===== src/rtl/core/rgbyc_pkg.sv =====
// Shared types and constants for the RGB to YCbCr converter.
`timescale 1ns / 1ps

package rgbyc_pkg;

	typedef struct packed {
		logic [7:0] red;
		logic [7:0] green;
		logic [7:0] blue;
		logic [7:0] alpha;
		logic       line_start;
	} pixel_in_t;

	typedef struct packed {
		logic [7:0] luma_first;
		logic [7:0] luma_second;
		logic [7:0] chroma_blue;
		logic [7:0] chroma_red;
		logic [7:0] alpha_out;
	} result_t;

	typedef struct packed {
		logic [7:0] red;
		logic [7:0] green;
		logic [7:0] blue;
	} rgb_t;

	// one conversion job: a single pixel (second == first) or a 4:2:2 pair
	typedef struct packed {
		rgb_t       first;
		rgb_t       second;
		logic [7:0] alpha;
		logic       pair;
	} job_t;

	localparam logic [1:0] REG_COLORIMETRY = 2'd0;
	localparam logic [1:0] REG_FULL_SWING  = 2'd1;
	localparam logic [1:0] REG_CHROMA_MODE = 2'd2;

	localparam logic [1:0] CM_BT601  = 2'd0;
	localparam logic [1:0] CM_BT709  = 2'd1;
	localparam logic [1:0] CM_BT2020 = 2'd2;

	// weights times 1e4
	localparam longint WR_E4_BT601  = 2990;
	localparam longint WB_E4_BT601  = 1140;
	localparam longint WR_E4_BT709  = 2126;
	localparam longint WB_E4_BT709  = 722;
	localparam longint WR_E4_BT2020 = 2627;
	localparam longint WB_E4_BT2020 = 593;

endpackage


===== src/rtl/core/rgbyc_front.sv =====
// Input side: accepts pixels, pairs them in 4:2:2 mode and issues conversion jobs.
`timescale 1ns / 1ps

module rgbyc_front (
	input  logic                  clk,
	input  logic                  arst_n,
	input  logic                  push,
	input  rgbyc_pkg::pixel_in_t  pixel,
	output logic                  full,
	input  logic                  chroma_mode,
	input  logic                  job_full,
	output logic                  job_push,
	output rgbyc_pkg::job_t       job
);

	localparam logic PHASE_FIRST  = 1'b0;
	localparam logic PHASE_SECOND = 1'b1;

	logic            phase_q;
	rgbyc_pkg::rgb_t held_q;
	rgbyc_pkg::rgb_t cur;
	logic            accept;
	logic            hold;

	assign full   = job_full;
	assign accept = push && !job_full;
	assign cur    = '{red: pixel.red, green: pixel.green, blue: pixel.blue};
	assign hold   = chroma_mode && (pixel.line_start || phase_q == PHASE_FIRST);

	assign job_push = accept && !hold;

	always_comb begin
		job.alpha = pixel.alpha;
		if (chroma_mode) begin
			job.first  = held_q;
			job.second = cur;
			job.pair   = 1'b1;
		end else begin
			job.first  = cur;
			job.second = cur;
			job.pair   = 1'b0;
		end
	end

	always_ff @(posedge clk or negedge arst_n) begin
		if (!arst_n) begin
			phase_q <= PHASE_FIRST;
			held_q  <= '0;
		end else if (accept) begin
			if (hold) begin
				held_q  <= cur;
				phase_q <= PHASE_SECOND;
			end else begin
				phase_q <= PHASE_FIRST;
			end
		end
	end

endmodule


===== config.mk =====
export PLATFORM = sky130hd
export DESIGN_NAME = rgbyc_front
export DESIGN_NICKNAME = d
export VERILOG_FILES = /design/src/rtl/core/rgbyc_pkg.sv /design/src/rtl/core/rgbyc_front.sv
export SDC_FILE = /design/constraint.sdc
export NUM_CORES = 1
export LEC_CHECK = 0
export BUFFER_PORTS_ARGS = -buffer_cell sky130_fd_sc_hd__buf_2
export CORE_MARGIN = 1
export CORE_UTILIZATION = 46
export DETAILED_ROUTE_END_ITERATION = 12
export GPL_TIMING_DRIVEN = 0
export PLACE_DENSITY = 0.85
export SKIP_LAST_GASP = 1
export SYNTH_ARGS = -nofsm -noshare
export SYNTH_HDL_FRONTEND = slang
export SYNTH_SLANG_ARGS = --single-unit

===== constraint.sdc =====
create_clock -name clk -period 2.6 [get_ports clk]
set_input_delay 0.52 -clock clk [delete_from_list [all_inputs] [get_ports clk]]
set_output_delay 0.52 -clock clk [all_outputs]
set_load 0.005 [all_outputs]

==> results of run 1 <==
critical path, stage by stage:
cell    delay, ns
buf_4        0.14
buf_2        0.26
mux2_2       0.37
buf_2        0.13
sequential cells by signal, indices dropped and copies added, names as in the netlist:
name and count:
phase_q 1, held_q 24
power by group through the flow:
stage                     Clock [W]  Sequential, W  Combinational [W]
final                      0.000168       0.000510           0.000372
after global routing       0.000202       0.000517           0.000406
after CTS                  0.000179       0.000509           0.000378
after detailed placement          0       0.000515           0.000376
after global placement            0       0.000511           0.000367
after floorplan                   0       0.000502           0.000245
cell usage after synthesis:
library cell   n
a21boi_0       1
buf_2          2
buf_4         35
buf_6          2
dfrtp_1       25
mux2_2        28
mux2_4        20
nand2b_1       1
nand3_4        1
nor2_1         2
nor2b_4        1
stage by stage:
step	power [W]	std cells	cell area (µm²)
after detailed placement	0.0008910	249	2079
after global routing	0.001126	253	2107
final	0.001049	253	2107
after global placement	0.0008788	249	2079
after CTS	0.001067	253	2107
after floorplan	0.0007477	118	1589
kinds of logic (layout without fill, tap and decap cells):
| group | count (synthesis) | count (layout) | synth area share |
|---|---|---|---|
| flops | 25 | 25 | 0.3937 |
| simple gates | 5 | 5 | 0.02835 |
| compound gates | 1 | 1 | 0.004726 |
| buf+inv | 39 | 130 | 0.1858 |
| mux | 48 | 48 | 0.3874 |
per-layer routing:
layer / routed length, µm / vias to the layer above / part of all wire / track usage
li1: - / 554 / - / -
met1: 1266 / 525 / 0.43 / 0.1892
met2: 1432 / 67 / 0.48 / 0.2936
met3: 236 / 2 / 0.080 / 0.02559
met4: 19 / 0 / 0.0064 / 0.06818
met5: 0 / - / 0 / 0
cell usage in the layout, fill, tap and decap left out:
| cell | count |
|---|---|
| clkinv_2 | 1 |
| nand2b_1 | 1 |
| buf_4 | 35 |
| nor2_1 | 2 |
| a21boi_0 | 1 |
| nor2b_4 | 1 |
| dfrtp_1 | 25 |
| buf_2 | 89 |
| nand3_4 | 1 |
| mux2_2 | 28 |
| mux2_4 | 20 |
| clkbuf_4 | 3 |
| buf_6 | 2 |
area by class of cell:
type                       instances  area [µm²]
fill                             249        1046
multi-input combinational         54       668.1
sequential                        25       625.6
timing repair buffer              87       435.4
buffer                            39       295.3
tap                               44       55.05
clock buffer                       3       22.52
clock inverter                     1       5.005
worst max-delay path by stage:
stage                start      end  slack (ns)  cells past startpoint
6_report       chroma_mode  job[40]        0.66                      4
3_5_place_dp   chroma_mode  job[49]        0.65                      4
3_3_place_gp   chroma_mode  job[36]        0.65                      4
4_1_cts        chroma_mode  job[49]        0.65                      4
5_1_grt        chroma_mode  job[43]        0.60                      4
2_1_floorplan  chroma_mode  job[35]        0.85                      3
==> reports/metrics.yaml, run 1 <==
pwr-share-seq: 0.486
rows: 20
switching_share: 0.2591
design.die.area_mm2: 0.003694
pre_cts_slack_ns: 0.6540
fmaxAchievable_mhz: 514.7
nets: 248
netlist_area_mm2: 0.001589
diodes: 0
clk_pin_slew_worst_paths_ns: 0.13
cts_buffers: 3
clkSinkCount: 25
hp-class: "input port to asynchronous set/reset pin"
synthTopCellsByArea: "dfrtp_1 (39%), mux2_2 (20%), mux2_4 (19%)"
p_int_w: 0.0007772
num_vias: 1148
r2r-start: "phase_q$_DFFE_PN0N_"
start_util: 0.5040
outcome: "complete, no violations"
worst_setup_path_start_kind: "input port"
combPwrFrac: 0.354
p_clk_frac: 0.160
cts.repair.resized: 0
hold_violations: 0
setup_viol: 0
crit_arrival_ns: 1.42
ff2ff_path_depth: 4
io_pins: 97
synth_warnings: 0
gr-total-overflow: 0
worstMarginPinSlew_ns: 0.5375
rsz0062_at_grt: "false"
fin_crit_sh: 0.7473
ir_worst_vdd_mv: 0.2322
ys_types: 11
fin_ws_ns: 0.6570
gp_congestion: 0.6959
fin_crit_ns: 1.943
critPathCaptureType: "output pin"
root_buffer: "clkbuf_4"
crit_fanout: 10
clock_skew_ns: 0.005337
routed_wl_um: 2953
chipWidth_um: 60.78
power.switching_w: 0.0002718
core_area_mm2: 0.003153
synth_fp_nets: 156
synth_top_area_frac: 0.3937
yosys.area.top_type: "dfrtp_1"
gr-usage-all-layers: 0.1619
p_leak_nw: 1.164
post-cts-setup-buffers: 0
drive_gt1_frac: 0.8612
clk_latency_ns: 0.31
cts_tree: "done"
post-dp-hpwl_um: 2320
area_delta_synth_final_pct: 32.60
rr_endpoint: "held_q[8]$_DFFE_PN0P_"
final_core_util: 0.6683
slew_headroom: 0.6417
ctsHoldBuffers: 0
critical_path_class: "input port to output pin"
first_pass_iters: 4
wl_per_cell_um: 11.67
vias_per_cell: 4.538
drv_slew: 0
tns_ns: 0
ys_ff_latch: 25
cts_htree_levels: 1
antenna_found_initial: 0
post-route-drc-count: 0
finalHoldWorstSlack_ns: 0.1709
grt_pass1_wl_um: 4333
grt_max_degree: 26
die_h_um: 60.78
yosysSeqAreaShare: 0.3937
synth_cells: 118
drv_cap: 0
required_ns: 2.08
power_density_mw_per_mm2: 497.9
antenna_left: 0
port-buffer-count: 87
drt_iter0_drc: 11
r2r_slack_ns: 1.35
grt_pass1_vias: 985
cts_buffer_depth: 2
avgSynthCellArea_um2: 13.47
(Power assumes the default switching activity.)
==> run 2: changes to the inputs <==
ABC_AREA = 1   (was not set)
CORE_UTILIZATION = 45   (was 46)
PLACE_DENSITY = 0.81   (was 0.85)
clock period = 2 ns   (was 2.6 ns; I/O delays follow)
==> run 2 against run 1 <==
Against the previous run: final cell count rose by 24%; critical path depth did not move; global-route usage rose by 2.9 points; flip-flop and latch count did not move; final area rose by 8.8%; combinational power rose by 33%; clock power rose by 86%; die area rose by 12%; clock-buffer cell count did not move; worst setup slack got worse by 0.22 ns; critical endpoint is now job[48].
==> reports/metrics.yaml, run 2 <==
outcome: "complete, no violations"
design.die.area_mm2: 0.004138  # +12%
worstMarginPinSlew_ns: 0.5710  # +0.03353 ns
cts_htree_levels: 1  # unchanged
slew_headroom: 0.6193  # -0.02235
rsz0062_at_grt: "false"
core_area_mm2: 0.003689  # +17%
synthFlopType: "dfrtp_1"
power_density_mw_per_mm2: 633.8  # +27%
clock_skew_ns: 0.001396  # -0.003941 ns
gr-usage-all-layers: 0.1904  # +0.02853
antenna_found_initial: 0  # unchanged
synthArstFlopShare: 1.000  # unchanged
grt.met1_usage: 0.2123  # +0.02310
synth_cells: 175  # +48%
setup_viol: 0  # unchanged
gr-total-overflow: 0  # unchanged
nets: 305  # +23%
post-cts-setup-buffers: 0  # unchanged
first_pass_iters: 4  # unchanged
synth_top_area_frac: 0.3579  # -0.03579
crit_arrival_ns: 1.16  # -0.26 ns
use_met3: 0.04643  # +0.02084
hold_violations: 0  # unchanged
vias_per_cell: 4.812  # +6.1%
diodes: 0  # unchanged
grt_max_degree: 26  # unchanged
cts_tree: "done"
grt-busiest-layer: "met2"
root_buffer: "clkbuf_8"
ir_worst_vdd_mv: 0.4866  # +110%
ctsHoldBuffers: 0  # unchanged
cts_buffer_depth: 2  # unchanged
drt_iter0_drc: 61  # +50
grt_pass1_vias: 1356  # +38%
cts.repair.resized: 0  # unchanged
yosysSeqAreaShare: 0.3579  # -0.03579
critPathCaptureType: "output pin"
die_h_um: 64.33  # +5.8%
synthTopCellsByArea: "dfrtp_1 (36%), mux2_4 (21%), buf_4 (16%)"
drive_gt1_frac: 0.6165  # -0.2447
largest_register: "held_q"
largest_registers: "held_q (24), phase_q (1)"
start_util: 0.4739  # -0.03009
p_leak_nw: 1.338  # +15%
tns_ns: 0  # unchanged
crit_fanout: 10  # unchanged
worst_setup_path_start_kind: "input port"
ys_types: 14  # +3
placed_area_mm2: 0.002243  # +7.9%
hp-class: "input port to asynchronous set/reset pin"
synthTopCellsByCount: "nand2_1 (49), buf_4 (37), dfrtp_1 (25)"
synth_warnings: 0  # unchanged
ys_ff_latch: 25  # unchanged
cts_buffers: 3  # unchanged
routed_wl_um: 3834  # +30%
grt_pass1_wl_um: 6085  # +40%
yosys.area.top_type: "dfrtp_1"
finalHoldWorstSlack_ns: 0.1087  # -0.06226 ns
clk_latency_ns: 0.27  # -0.04 ns
drv_slew: 0  # unchanged
fmaxAchievable_mhz: 640.6
wl_per_cell_um: 12.21  # +4.6%
rows: 22  # +10%
chipWidth_um: 64.33  # +5.8%
synth_edf_count: 0  # unchanged
stdcell_area_mm2: 0.002292  # +8.8%
fin_crit_ns: 1.561
yosysMostFrequentCell: "nand2_1"
clk_pin_slew_worst_paths_ns: 0.09  # -0.04 ns
largest_reg_flops: 24  # unchanged
final_cell_mix: "buf_2 (90), nand2_1 (49), buf_4 (37), dfrtp_1 (25)"
avgSynthCellArea_um2: 9.988  # -26%
io_pins: 97  # unchanged
antenna_left: 0  # unchanged
area_delta_synth_final_pct: 31.14
use_met2: 0.3632  # +0.06959
post-route-drc-count: 0  # unchanged
post-dp-hpwl_um: 2869  # +24%
fin_crit_sh: 0.7805
gp_congestion: 0.6718  # -3.5%
drv_cap: 0  # unchanged
num_vias: 1511  # +32%
synth_fp_nets: 213  # +37%
required_ns: 1.60  # -0.48 ns
clkSinkCount: 25  # unchanged
port-buffer-count: 87  # unchanged
critical_path_class: "input port to output pin"
netlist_area_mm2: 0.001748  # +10%
final_common_cell: "buf_2"
## run 2: changes by cell type after synthesis, sizes merged
cell    change
nor2        -1
buf         +7
nor2b       -1
mux2       -24
inv         +2
o21ai       +1
nand2b      -1
nand2      +50
nand4      +24
## run 2: final cells by class
| cell class | instances | area [µm²] |
|---|---|---|
| fillers | 343 | 1396 |
| multi-input cells | 102 | 750.7 |
| flip-flops and latches | 25 | 625.6 |
| repair buffers | 87 | 435.4 |
| plain buffers | 46 | 364.1 |
| well taps | 48 | 60.06 |
| clock buffers | 3 | 41.29 |
| clock inverters | 1 | 7.507 |
| inverters | 2 | 7.507 |
## run 2: cell families after synthesis
logic type	after synthesis	share of synthesized area
buf+inv	48	0.2126
mux	24	0.2062
simple gates	76	0.2162
flops	25	0.3579
compound gates	2	0.007157
## run 2: per-layer routing
layer  vias to the layer above  part of all wire
li1                        739                 -
met1                       712              0.41
met2                        56              0.53
met3                         4             0.062
met4                         0            0.0044
met5                         -                 0
## run 2: path summary, 6_finish.rpt
kind                                       start                     end  slack (ns)  cells past startpoint
max                                  chroma_mode                 job[48]        0.44                      4
min                                       arst_n  held_q[22]$_DFFE_PN0P_        0.11                      1
min reg2reg                held_q[4]$_DFFE_PN0P_   held_q[4]$_DFFE_PN0P_        0.48                      2
max in group asynchronous                 arst_n  held_q[17]$_DFFE_PN0P_        1.51                      1
min in group clk                       pixel[11]   held_q[2]$_DFFE_PN0P_        0.39                      3
max reg2reg                  phase_q$_DFFE_PN0N_  held_q[18]$_DFFE_PN0P_        0.89                      5
## run 2: per-stage QoR
stage,instances,worst slack (ns),total power [W],utilization
after floorplan,175,0.5930,0.0009591,-
after global placement,310,0.4342,0.001135,0.6082
after detailed placement,310,0.4340,0.001154,0.6082
after CTS,314,0.4323,0.001474,0.6214
after global routing,314,0.3984,0.001546,0.6214
final,314,0.4390,0.001453,0.6214
## run 2: critical path: stages
cell and delay (ns):
buf_4 0.13, buf_6 0.19, mux2_4 0.31, buf_2 0.13
## run 2: where the power goes
| group | leakage (nW) | switching [W] | internal, W |
|---|---|---|---|
| sequential | 0.308 | 0.0000515 | 0.000597 |
| clock | 0.0217 | 0.000171 | 0.000141 |
| combinational | 1.01 | 0.000206 | 0.000287 |
| total | 1.34 | 0.000428 | 0.00102 |
