===== src/rtl/core/rgbyc_queue.sv =====
// Small show-ahead FIFO used between the converter stages.
`timescale 1ns / 1ps

module rgbyc_queue #(
	parameter int WIDTH = 8,
	parameter int DEPTH = 4
) (
	input  logic             clk,
	input  logic             arst_n,
	input  logic             push,
	input  logic [WIDTH-1:0] wdata,
	output logic             full,
	input  logic             pop,
	output logic [WIDTH-1:0] rdata,
	output logic             empty
);

	localparam int AW = (DEPTH > 1) ? $clog2(DEPTH) : 1;
	localparam int CW = $clog2(DEPTH + 1);

	logic [WIDTH-1:0] entries_q [DEPTH];
	logic [AW-1:0]    wr_ptr_q;
	logic [AW-1:0]    rd_ptr_q;
	logic [CW-1:0]    count_q;
	logic             do_push;
	logic             do_pop;

	assign full    = (count_q == CW'(DEPTH));
	assign empty   = (count_q == '0);
	assign do_push = push && !full;
	assign do_pop  = pop && !empty;
	assign rdata   = entries_q[rd_ptr_q];

	always_ff @(posedge clk) begin
		if (do_push) begin
			entries_q[wr_ptr_q] <= wdata;
		end
	end

	always_ff @(posedge clk or negedge arst_n) begin
		if (!arst_n) begin
			wr_ptr_q <= '0;
			rd_ptr_q <= '0;
			count_q  <= '0;
		end else begin
			if (do_push) begin
				wr_ptr_q <= (wr_ptr_q == AW'(DEPTH - 1)) ? '0 : wr_ptr_q + 1'b1;
			end
			if (do_pop) begin
				rd_ptr_q <= (rd_ptr_q == AW'(DEPTH - 1)) ? '0 : rd_ptr_q + 1'b1;
			end
			if (do_push && !do_pop) begin
				count_q <= count_q + 1'b1;
			end else if (do_pop && !do_push) begin
				count_q <= count_q - 1'b1;
			end
		end
	end

endmodule


===== config.mk =====
export PLATFORM = sky130hd
export DESIGN_NAME = rgbyc_queue
export DESIGN_NICKNAME = d
export VERILOG_FILES = /design/src/rtl/core/rgbyc_queue.sv
export SDC_FILE = /design/constraint.sdc
export NUM_CORES = 1
export LEC_CHECK = 0
export ABC_AREA = 1
export BUFFER_PORTS_ARGS = -buffer_cell sky130_fd_sc_hd__buf_2
export CORE_MARGIN = 2
export CORE_UTILIZATION = 61
export DETAILED_ROUTE_END_ITERATION = 16
export GPL_TIMING_DRIVEN = 0
export PLACE_DENSITY = 0.83
export SYNTH_ARGS = -nofsm -noshare
export SYNTH_HDL_FRONTEND = slang
export SYNTH_SLANG_ARGS = --single-unit

===== constraint.sdc =====
create_clock -name clk -period 3.4 [get_ports clk]
set_input_delay 0.68 -clock clk [delete_from_list [all_inputs] [get_ports clk]]
set_output_delay 0.68 -clock clk [all_outputs]
set_load 0.02 [all_outputs]

==> flow_metrics.tcl, run 1 <==
set metrics [dict create \
    antenna_found_initial 0 \
    setup-violations-final 0 \
    timing.final.crit_share_pct 64.2 \
    post-place-cells 206 \
    postLayoutCoreUtil_pct 71.0 \
    post_layout_cell_count 214 \
    worst-slew-pin-transition_ns 0.779 \
    clock_tree_from_tritoncts "yes" \
    cts-root-to-sink-buffers 2 \
    drt-pass1-iter-count 4 \
    clock-root-buffer "sky130_fd_sc_hd__clkbuf_4" \
    floorplan.core_area_mm2 0.00276 \
    netlist.top_cell.by_area "sky130_fd_sc_hd__edfxtp_1" \
    synth_area_per_cell_um2 11.4 \
    place.detailed.hpwl_mm 2.29 \
    drt-wirelength-per-cell_um 14.6 \
    htreeDepth 2 \
    postSynthNetCount 173 \
    ant_nets 0 \
    ff_latch_count_synth 39 \
    result_of_the_run "finished clean" \
    critical_path_class "reg2out" \
    placement.setup.worst_slack_ns 1.32 \
    diodes 0 \
    timing.hold.worst.class "in2async" \
    vias_per_cell 5.30 \
    drt_iter0_markers 39 \
    synth.area.top_cells "sky130_fd_sc_hd__edfxtp_1 (55%), sky130_fd_sc_hd__dfrtp_1 (10%), sky130_fd_sc_hd__nand2_1 (8.1%)" \
    vdd_ir_drop_max_mv 0.565 \
    post_synthesis_cell_count 154 \
    grt_start_max_net_pins 13 \
    initial_utilization_pct 63.8 \
    crit_path_max_fanout 10 \
    arrival_ns 1.50 \
    placed_cell_area_mm2 0.00190 \
    grt_pass1_wl_mm 5.15 \
    postCtsHoldBufs 0 \
    post-cts-setup-buffer-count 0 \
    worst_setup_path_end_kind "output pin" \
    grt_overflow_total 0 \
    relSlewSlack_pct 47.9 \
    area_delta_synth_final_pct 11.2 \
    finalWorstSetupSlack_ns 1.22 \
    report.final.slew_viol_count 0 \
    cts.sink_count 39 \
    mappedNetlistArea_mm2 0.00176 \
    die_area_mm2 0.00333 \
    gr-usage-all-layers_pct 21.5 \
    yosys.area.top_type_share_pct 54.6 \
    finalInstanceArea_mm2 0.00196 \
    num-nets-final 201 \
    place.port_buffers 21 \
    grt_setup_unrepaired "no" \
    clkLatencyLatePin_ns 0.35 \
    drc 0 \
    count_of_different_cell_masters_after_synthesis 16 \
    leakage_nw 0.889 \
    fp.dieW_um 57.7 \
    achievable-frequency_mhz 458 \
    clock_buffers_created_by_tritoncts 5 \
    seq_area_frac_synth_pct 64.6 \
    final_hold_slack_ns 0.157 \
    ctsResizeCount 0 \
    regToRegSetupSlack_ns 1.43 \
    clkSlewWorstSetupHoldPaths_ns 0.11 \
    boundaryPins 22 \
    timing_hold_violations_final 0 \
    wire_length_reported_by_the_detailed_router_mm 3.13 \
    first_global_vias 1200 \
    setup_tns_ns 0 \
    pwr_density_cell_mw_per_mm2 863 \
    die_height_um 57.7 \
    gp_congestion 0.720 \
    drive_gt1_share_pct 19.7 \
    worst-endpoint-required_ns 2.72 \
    cp-start-kind "flip-flop" \
    fin_crit_ns 2.18 \
    worst_clock_skew_ns 0.0113 \
    synth.yosys.warnings 0 \
    rows 19 \
    finalPower_mw 1.69 \
    maxCapViolations 0 \
    num_vias 1135 \
]
-- report_power, final --
group	switching, mW	internal (mW)	leakage [nW]	total (mW)
clock	0.146	0.0798	0.0282	0.226
combinational	0.487	0.276	0.482	0.763
sequential	0.0564	0.642	0.378	0.699
-- synth_stat cells, drive strengths merged --
cell type and n:
nand2 39, edfxtp 32, inv 32, o211ai 16
dfrtp 7, nand3 7, ha 6, nor2 6
buf 5, fa 1, nand4 1, o21ai 1
xnor2 1
-- flip-flops by register name, summed over array words and instances (netlist names) --
name / flops
count_q: 3
wr_ptr_q: 2
entries_q: 32
rd_ptr_q: 2
-- layout make-up --
| class | instances | area (µm²) |
|---|---|---|
| Sequential cell | 39 | 1140 |
| Fill cell | 206 | 801 |
| Multi-Input combinational cell | 78 | 447 |
| Inverter | 32 | 120 |
| Timing Repair Buffer | 21 | 105 |
| Buffer | 5 | 56.3 |
| Clock buffer | 6 | 41.3 |
| Tap cell | 31 | 38.8 |
| Clock inverter | 2 | 12.5 |
-- critical path: stages (launching register included) --
cell	delay (ns)
sky130_fd_sc_hd__dfrtp_1	0.41
sky130_fd_sc_hd__buf_6	0.15
sky130_fd_sc_hd__inv_1	0.21
sky130_fd_sc_hd__o211ai_1	0.14
sky130_fd_sc_hd__nand2_1	0.08
sky130_fd_sc_hd__buf_2	0.16
-- layer usage --
metal | track usage (%) | wire [µm] | vias up
met2 | 38.5 | 1640 | 18
met5 | 0 | 0 | -
met1 | 24.6 | 1340 | 547
li1 | - | - | 563
met4 | 9.97 | 58 | 0
met3 | 4.69 | 86 | 7
-- final timing paths --
kind | startpoint | to | cells after the start
max | rd_ptr_q[1] | rdata[2] | 5
min | arst_n | wr_ptr_q[0] | 1
max reg2reg | count_q[0] | count_q[2] | 11
min reg2reg | count_q[2] | count_q[2] | 2
max in group asynchronous | arst_n | rd_ptr_q[1] | 1
min in group clk | count_q[2] | count_q[2] | 2
-- cell usage in the layout, fill, tap and decap left out, drive strengths merged --
master	n
nand2	39
edfxtp	32
inv	32
buf	26
o211ai	16
nand3	7
dfrtp	7
nor2	6
ha	6
clkbuf	6
o21ai	1
xnor2	1
nand4	1
fa	1
clkinv	1
clkinvlp	1
-- logic make-up (layout without fill, tap and decap cells) --
family	count (synthesis)	in the layout	synth area share [%]
XOR/XNOR	1	1	0.498
buffers and inverters	37	66	10.0
AND/OR/NAND/NOR	53	53	12.1
AO/OA/AOI/OAI	17	17	7.40
flip-flops	39	39	64.6
adder cells (fa/ha/maj)	7	7	5.41
No activity file was read; power rests on OpenSTA's default activity.
==> inputs of run 2 (changes only) <==
--- a/config.mk
+++ b/config.mk
@@ -8,10 +8,10 @@
 export ABC_AREA = 1
 export BUFFER_PORTS_ARGS = -buffer_cell sky130_fd_sc_hd__buf_2
 export CORE_MARGIN = 2
-export CORE_UTILIZATION = 61
+export CORE_UTILIZATION = 51
 export DETAILED_ROUTE_END_ITERATION = 16
 export GPL_TIMING_DRIVEN = 0
-export PLACE_DENSITY = 0.83
+export PLACE_DENSITY = 0.74
 export SYNTH_ARGS = -nofsm -noshare
 export SYNTH_HDL_FRONTEND = slang
 export SYNTH_SLANG_ARGS = --single-unit
==> constraint.sdc (replaced) <==
create_clock -name clk -period 2 [get_ports clk]
set_input_delay 0.4 -clock clk [delete_from_list [all_inputs] [get_ports clk]]
set_output_delay 0.4 -clock clk [all_outputs]
set_load 0.02 [all_outputs]
==> flow_metrics.tcl, run 2 (synthesis results as in run 1) <==
set metrics [dict create \
    finalInstanceArea_mm2 0.00201 \
    timing.critical_path.cells "buf_6, clkinvlp_4, o211ai_1, nand2_1, buf_2" \
    antenna_found_initial 0 \
    grt_setup_unrepaired "no" \
    timing_hold_violations_final 0 \
    floorplan.core_area_mm2 0.00334 \
    cp-start-kind "flip-flop" \
    cts.sink_count 39 \
    relSlewSlack_pct 46.3 \
    holdPathStages 1 \
    most_common_library_cell_in_the_layout_ignoring_fill_and_taps "sky130_fd_sc_hd__nand2_1" \
    cts-root-to-sink-buffers 2 \
    vdd_ir_drop_max_mv 0.631 \
    htreeDepth 2 \
    met2_wl_mm 1.51 \
    grt_pass1_wl_mm 5.05 \
    timing.hold.worst.start "wdata[4]" \
    die_height_um 62.7 \
    crit_slowest_cell "sky130_fd_sc_hd__dfrtp_1" \
    fin_crit_ns 1.91 \
    num_vias 1114 \
    num-nets-final 204 \
    place.detailed.hpwl_mm 2.06 \
    achievable-frequency_mhz 523 \
    drt_iter0_markers 52 \
    clkSlewWorstSetupHoldPaths_ns 0.12 \
    worst-slew-pin-transition_ns 0.803 \
    timing.final.crit_share_pct 95.6 \
    mostFrequentLayoutCells "sky130_fd_sc_hd__nand2_1 (38), sky130_fd_sc_hd__edfxtp_1 (32), sky130_fd_sc_hd__inv_1 (30), sky130_fd_sc_hd__buf_2 (21), sky130_fd_sc_hd__o211ai_1 (15)" \
    setup-violations-final 0 \
    crit_path_max_fanout 10 \
    timing.hold.worst.class "in2reg" \
    clock_tree_from_tritoncts "yes" \
    rows 21 \
    area_delta_synth_final_pct 14.4 \
    wl_met3_um 118 \
    worst_clock_skew_ns 0.0136 \
    critical_path.reg2reg.endpoint "count_q[2]" \
    gp_congestion 0.712 \
    fillCellCount 294 \
    path_delay_family "buffers and inverters" \
    largest_register_ffs 32 \
    setup_tns_ns 0 \
    ant_nets 0 \
    place.port_buffers 21 \
    layout_top_registers "entries_q (32), count_q (3)" \
    drive_gt1_share_pct 22.0 \
    initial_utilization_pct 52.7 \
    critical_path_class "reg2out" \
    worst_setup_path_end_kind "output pin" \
    path_buf_inv 3 \
    placement.setup.worst_slack_ns 0.126 \
    worstSetupStartpoint "rd_ptr_q[1]" \
    cp-endpoint "rdata[1]" \
    die_area_mm2 0.00394 \
    regToRegSetupSlack_ns 0.18 \
    top_signal_layer_used "met4" \
    clock_buffers_created_by_tritoncts 5 \
    maxCapViolations 0 \
    seq_area_mm2 0.00114 \
    vias_per_cell 4.80 \
    report.final.slew_viol_count 0 \
    pwr_density_cell_mw_per_mm2 1440 \
    drc 0 \
    timing.critical_path.slowest_cell_delay_ns 0.39 \
    grt_start_max_net_pins 14 \
    r2r.worst_path.cells 10 \
    gr-usage-all-layers_pct 17.5 \
    finalWorstSetupSlack_ns 0.0877 \
    result_of_the_run "finished clean" \
    worst-endpoint-required_ns 1.60 \
    area_of_the_multi_input_gates_um2 452 \
    grt_overflow_total 0 \
    worstReg2RegStart "count_q[1]" \
    arrival_ns 1.51 \
    diodes 0 \
    wl_met1_mm 1.31 \
    drt-pass1-iter-count 4 \
    clock-root-buffer "sky130_fd_sc_hd__clkbuf_4" \
    critical_path_cell_count 5 \
    clkLatencyLatePin_ns 0.36 \
    boundaryPins 22 \
    leakage_nw 0.899 \
    wire_length_reported_by_the_detailed_router_mm 3.01 \
    max_flop_register "entries_q" \
    drt-wirelength-per-cell_um 13.0 \
    finalPower_mw 2.90 \
    first_global_vias 1108 \
    fp.dieW_um 62.7 \
    placed_cell_area_mm2 0.00192 \
]
-- run 2: changes by cell type in the layout (fill, tap and decap cells not counted), sizes merged --
| cell | delta |
|---|---|
| buf | +2 |
| clkbuf | -1 |
| clkinvlp | +2 |
| dlygate4sd3 | +1 |
| inv | -1 |
-- run 2: area by class of cell --
class	instances	share of cell area, %
Buffer	5	2.80
Clock buffer	5	1.86
Clock inverter	3	0.994
Inverter	32	6.15
Multi-Input combinational cell	78	22.4
Sequential cell	39	56.4
Tap cell	46	2.86
Timing Repair Buffer	24	6.46
-- run 2: repair_timing --
action	in CTS	in global routing
setup buffers	0	2
hold endpoints to repair	7	0
endpoints found under the setup margin	0	10
gates resized for setup	0	2
hold buffers	1	0
-- run 2: where the power goes --
| part | leakage [nW] | switching, mW | total [mW] | internal (mW) |
|---|---|---|---|---|
| Clock | 0.0272 | 0.263 | 0.397 | 0.134 |
| Sequential | 0.378 | 0.0988 | 1.19 | 1.09 |
| Combinational | 0.493 | 0.824 | 1.31 | 0.484 |
-- run 2: metal layers --
layer  track usage, %  up-vias
met5                0        -
met1             21.2      520
met3             3.60        7
li1                 -      566
met2             29.4       21
met4             9.17        0
-- run 2: worst min path at each step --
| stage | slack (ns) | end |
|---|---|---|
| 4_1_cts | 0.24 | entries_q[0][4] |
| 6_report | 0.25 | entries_q[0][4] |
| 2_1_floorplan | 0.10 | count_q[0] |
| 3_3_place_gp | 0.24 | wr_ptr_q[0] |
| 5_1_grt | 0.25 | entries_q[0][1] |
| 3_5_place_dp | 0.24 | wr_ptr_q[1] |
-- run 2: stage by stage --
stage	hold slack, ns	util, %	std cells
after detailed placement	0.241	57.6	221
after floorplan	0.104	-	154
after global placement	0.239	57.6	221
after CTS	0.245	59.6	230
final	0.252	60.3	232
after global routing	0.246	60.3	232
==> inputs of run 3 (changes only) <==
--- a/config.mk
+++ b/config.mk
@@ -8,10 +8,10 @@
 export ABC_AREA = 1
 export BUFFER_PORTS_ARGS = -buffer_cell sky130_fd_sc_hd__buf_2
 export CORE_MARGIN = 2
-export CORE_UTILIZATION = 51
+export CORE_UTILIZATION = 61
 export DETAILED_ROUTE_END_ITERATION = 16
 export GPL_TIMING_DRIVEN = 0
-export PLACE_DENSITY = 0.74
+export PLACE_DENSITY = 0.83
 export SYNTH_ARGS = -nofsm -noshare
 export SYNTH_HDL_FRONTEND = slang
 export SYNTH_SLANG_ARGS = --single-unit
==> constraint.sdc (replaced) <==
create_clock -name clk -period 2.2 [get_ports clk]
set_input_delay 0.44 -clock clk [delete_from_list [all_inputs] [get_ports clk]]
set_output_delay 0.44 -clock clk [all_outputs]
set_load 0.02 [all_outputs]
==> flow_metrics.tcl, run 3 (synthesis results as in run 1) <==
set metrics [dict create \
    drc 0 \
    layout_top_registers "entries_q (32), count_q (3)" \
    cp-start-kind "flip-flop" \
    worstSetupStartpoint "count_q[0]" \
    r2r.worst_path.cells 11 \
    cts-root-to-sink-buffers 2 \
    vdd_ir_drop_max_mv 0.875 \
    grt_pass1_wl_mm 5.17 \
    place.port_buffers 21 \
    worst-endpoint-required_ns 2.44 \
    fin_crit_ns 1.98 \
    antenna_found_initial 0 \
    clkSlewWorstSetupHoldPaths_ns 0.12 \
    diodes 0 \
    pwr_density_cell_mw_per_mm2 1330 \
    fp.dieW_um 57.7 \
    setup-violations-final 0 \
    drt-pass1-iter-count 4 \
    worstReg2RegStart "count_q[0]" \
    floorplan.core_area_mm2 0.00276 \
    gr-usage-all-layers_pct 21.6 \
    area_of_the_multi_input_gates_um2 447 \
    seq_area_mm2 0.00114 \
    drive_gt1_share_pct 19.6 \
    placement.setup.worst_slack_ns 0.242 \
    worst_setup_path_end_kind "flip-flop" \
    clock-root-buffer "sky130_fd_sc_hd__clkbuf_4" \
    cts.sink_count 39 \
    maxCapViolations 0 \
    report.final.slew_viol_count 0 \
    timing_hold_violations_final 0 \
    critical_path.reg2reg.endpoint "count_q[2]" \
    clock_buffers_created_by_tritoncts 5 \
    rows 19 \
    grt_setup_unrepaired "no" \
    arrival_ns 2.22 \
    drt_iter0_markers 36 \
    vias_per_cell 5.31 \
    grt_overflow_total 0 \
    mostFrequentLayoutCells "sky130_fd_sc_hd__nand2_1 (38), sky130_fd_sc_hd__edfxtp_1 (32), sky130_fd_sc_hd__inv_1 (31), sky130_fd_sc_hd__buf_2 (21), sky130_fd_sc_hd__o211ai_1 (15)" \
    achievable-frequency_mhz 506 \
    setup_tns_ns 0 \
    cp-endpoint "count_q[2]" \
    die_height_um 57.7 \
    largest_register_ffs 32 \
    timing.final.crit_share_pct 89.8 \
    result_of_the_run "finished clean" \
    wire_length_reported_by_the_detailed_router_mm 3.14 \
    gp_congestion 0.720 \
    crit_path_max_fanout 7 \
    htreeDepth 2 \
    grt_start_max_net_pins 13 \
    clkLatencyLatePin_ns 0.35 \
    worst_clock_skew_ns 0.0113 \
    worst-slew-pin-transition_ns 0.781 \
    clock_tree_from_tritoncts "yes" \
    regToRegSetupSlack_ns 0.22 \
    boundaryPins 22 \
    initial_utilization_pct 63.8 \
    drt-wirelength-per-cell_um 14.6 \
    leakage_nw 0.893 \
    num-nets-final 202 \
    ant_nets 0 \
    ctsResizeCount 0 \
    critical_path_class "reg2reg" \
    finalWorstSetupSlack_ns 0.225 \
    die_area_mm2 0.00333 \
    fillCellCount 208 \
    most_common_library_cell_in_the_layout_ignoring_fill_and_taps "sky130_fd_sc_hd__nand2_1" \
    place.detailed.hpwl_mm 2.29 \
    timing.hold.worst.class "in2reg" \
    first_global_vias 1206 \
    max_flop_register "entries_q" \
    area_delta_synth_final_pct 11.8 \
    relSlewSlack_pct 47.8 \
    num_vias 1142 \
]
==> run 3: critical path, cell delays in order (launching register included) <==
cell and delay, ns:
sky130_fd_sc_hd__dfrtp_1 0.44, sky130_fd_sc_hd__inv_2 0.06, sky130_fd_sc_hd__nand3_1 0.18, sky130_fd_sc_hd__nand2_2 0.14, sky130_fd_sc_hd__inv_1 0.09, sky130_fd_sc_hd__ha_1 0.17
sky130_fd_sc_hd__inv_1 0.07, sky130_fd_sc_hd__fa_1 0.39, sky130_fd_sc_hd__nand2_1 0.12, sky130_fd_sc_hd__nand3_1 0.11, sky130_fd_sc_hd__nand2_1 0.07, sky130_fd_sc_hd__nand2_1 0.05
==> run 3: worst min-delay path by stage <==
stage,startpoint,end,slack [ns],cells past startpoint
floorplan,arst_n,count_q[0],0.14,0
global route,wdata[6],entries_q[1][6],0.28,1
global placement,arst_n,wr_ptr_q[0],0.28,1
finish,wdata[6],entries_q[0][6],0.30,1
detailed placement,arst_n,count_q[2],0.29,1
CTS,wdata[6],entries_q[3][6],0.30,1
==> run 3: what timing repair did <==
| item | 4_1_cts | 5_1_grt |
|---|---|---|
| hold endpoints to repair | 7 | 0 |
| buffers inserted | 0 | 0 |
| hold buffers | 1 | 0 |
==> run 3: metrics by stage <==
step | std cells | hold WS [ns] | power (mW) | util (%) | cell area, µm²
after global placement | 206 | 0.277 | 2.20 | 69.0 | 1900
final | 215 | 0.301 | 2.61 | 71.3 | 1970
after detailed placement | 206 | 0.286 | 2.29 | 69.0 | 1900
after floorplan | 154 | 0.144 | 1.93 | - | 1760
after CTS | 215 | 0.296 | 2.63 | 71.3 | 1970
after global routing | 215 | 0.284 | 2.79 | 71.3 | 1970
==> run 3: cell type report <==
type / count / share of cell area (%)
tap: 31 / 1.97
timing repair buffer: 22 / 5.85
inverter: 32 / 6.11
buffer: 5 / 2.86
multi-input combinational: 78 / 22.7
sequential: 39 / 57.8
clock buffer: 6 / 2.10
clock inverter: 2 / 0.636
==> run 3: layer usage <==
metal,wire (µm),GRT usage [%]
met5,0,0
met4,58,9.97
met3,91,4.69
met2,1650,38.6
met1,1340,24.6
==> run 3: report_power, final <==
part / internal (mW) / switching [mW] / total (mW)
combinational: 0.428 / 0.753 / 1.18
sequential: 0.993 / 0.0870 / 1.08
clock: 0.123 / 0.227 / 0.350
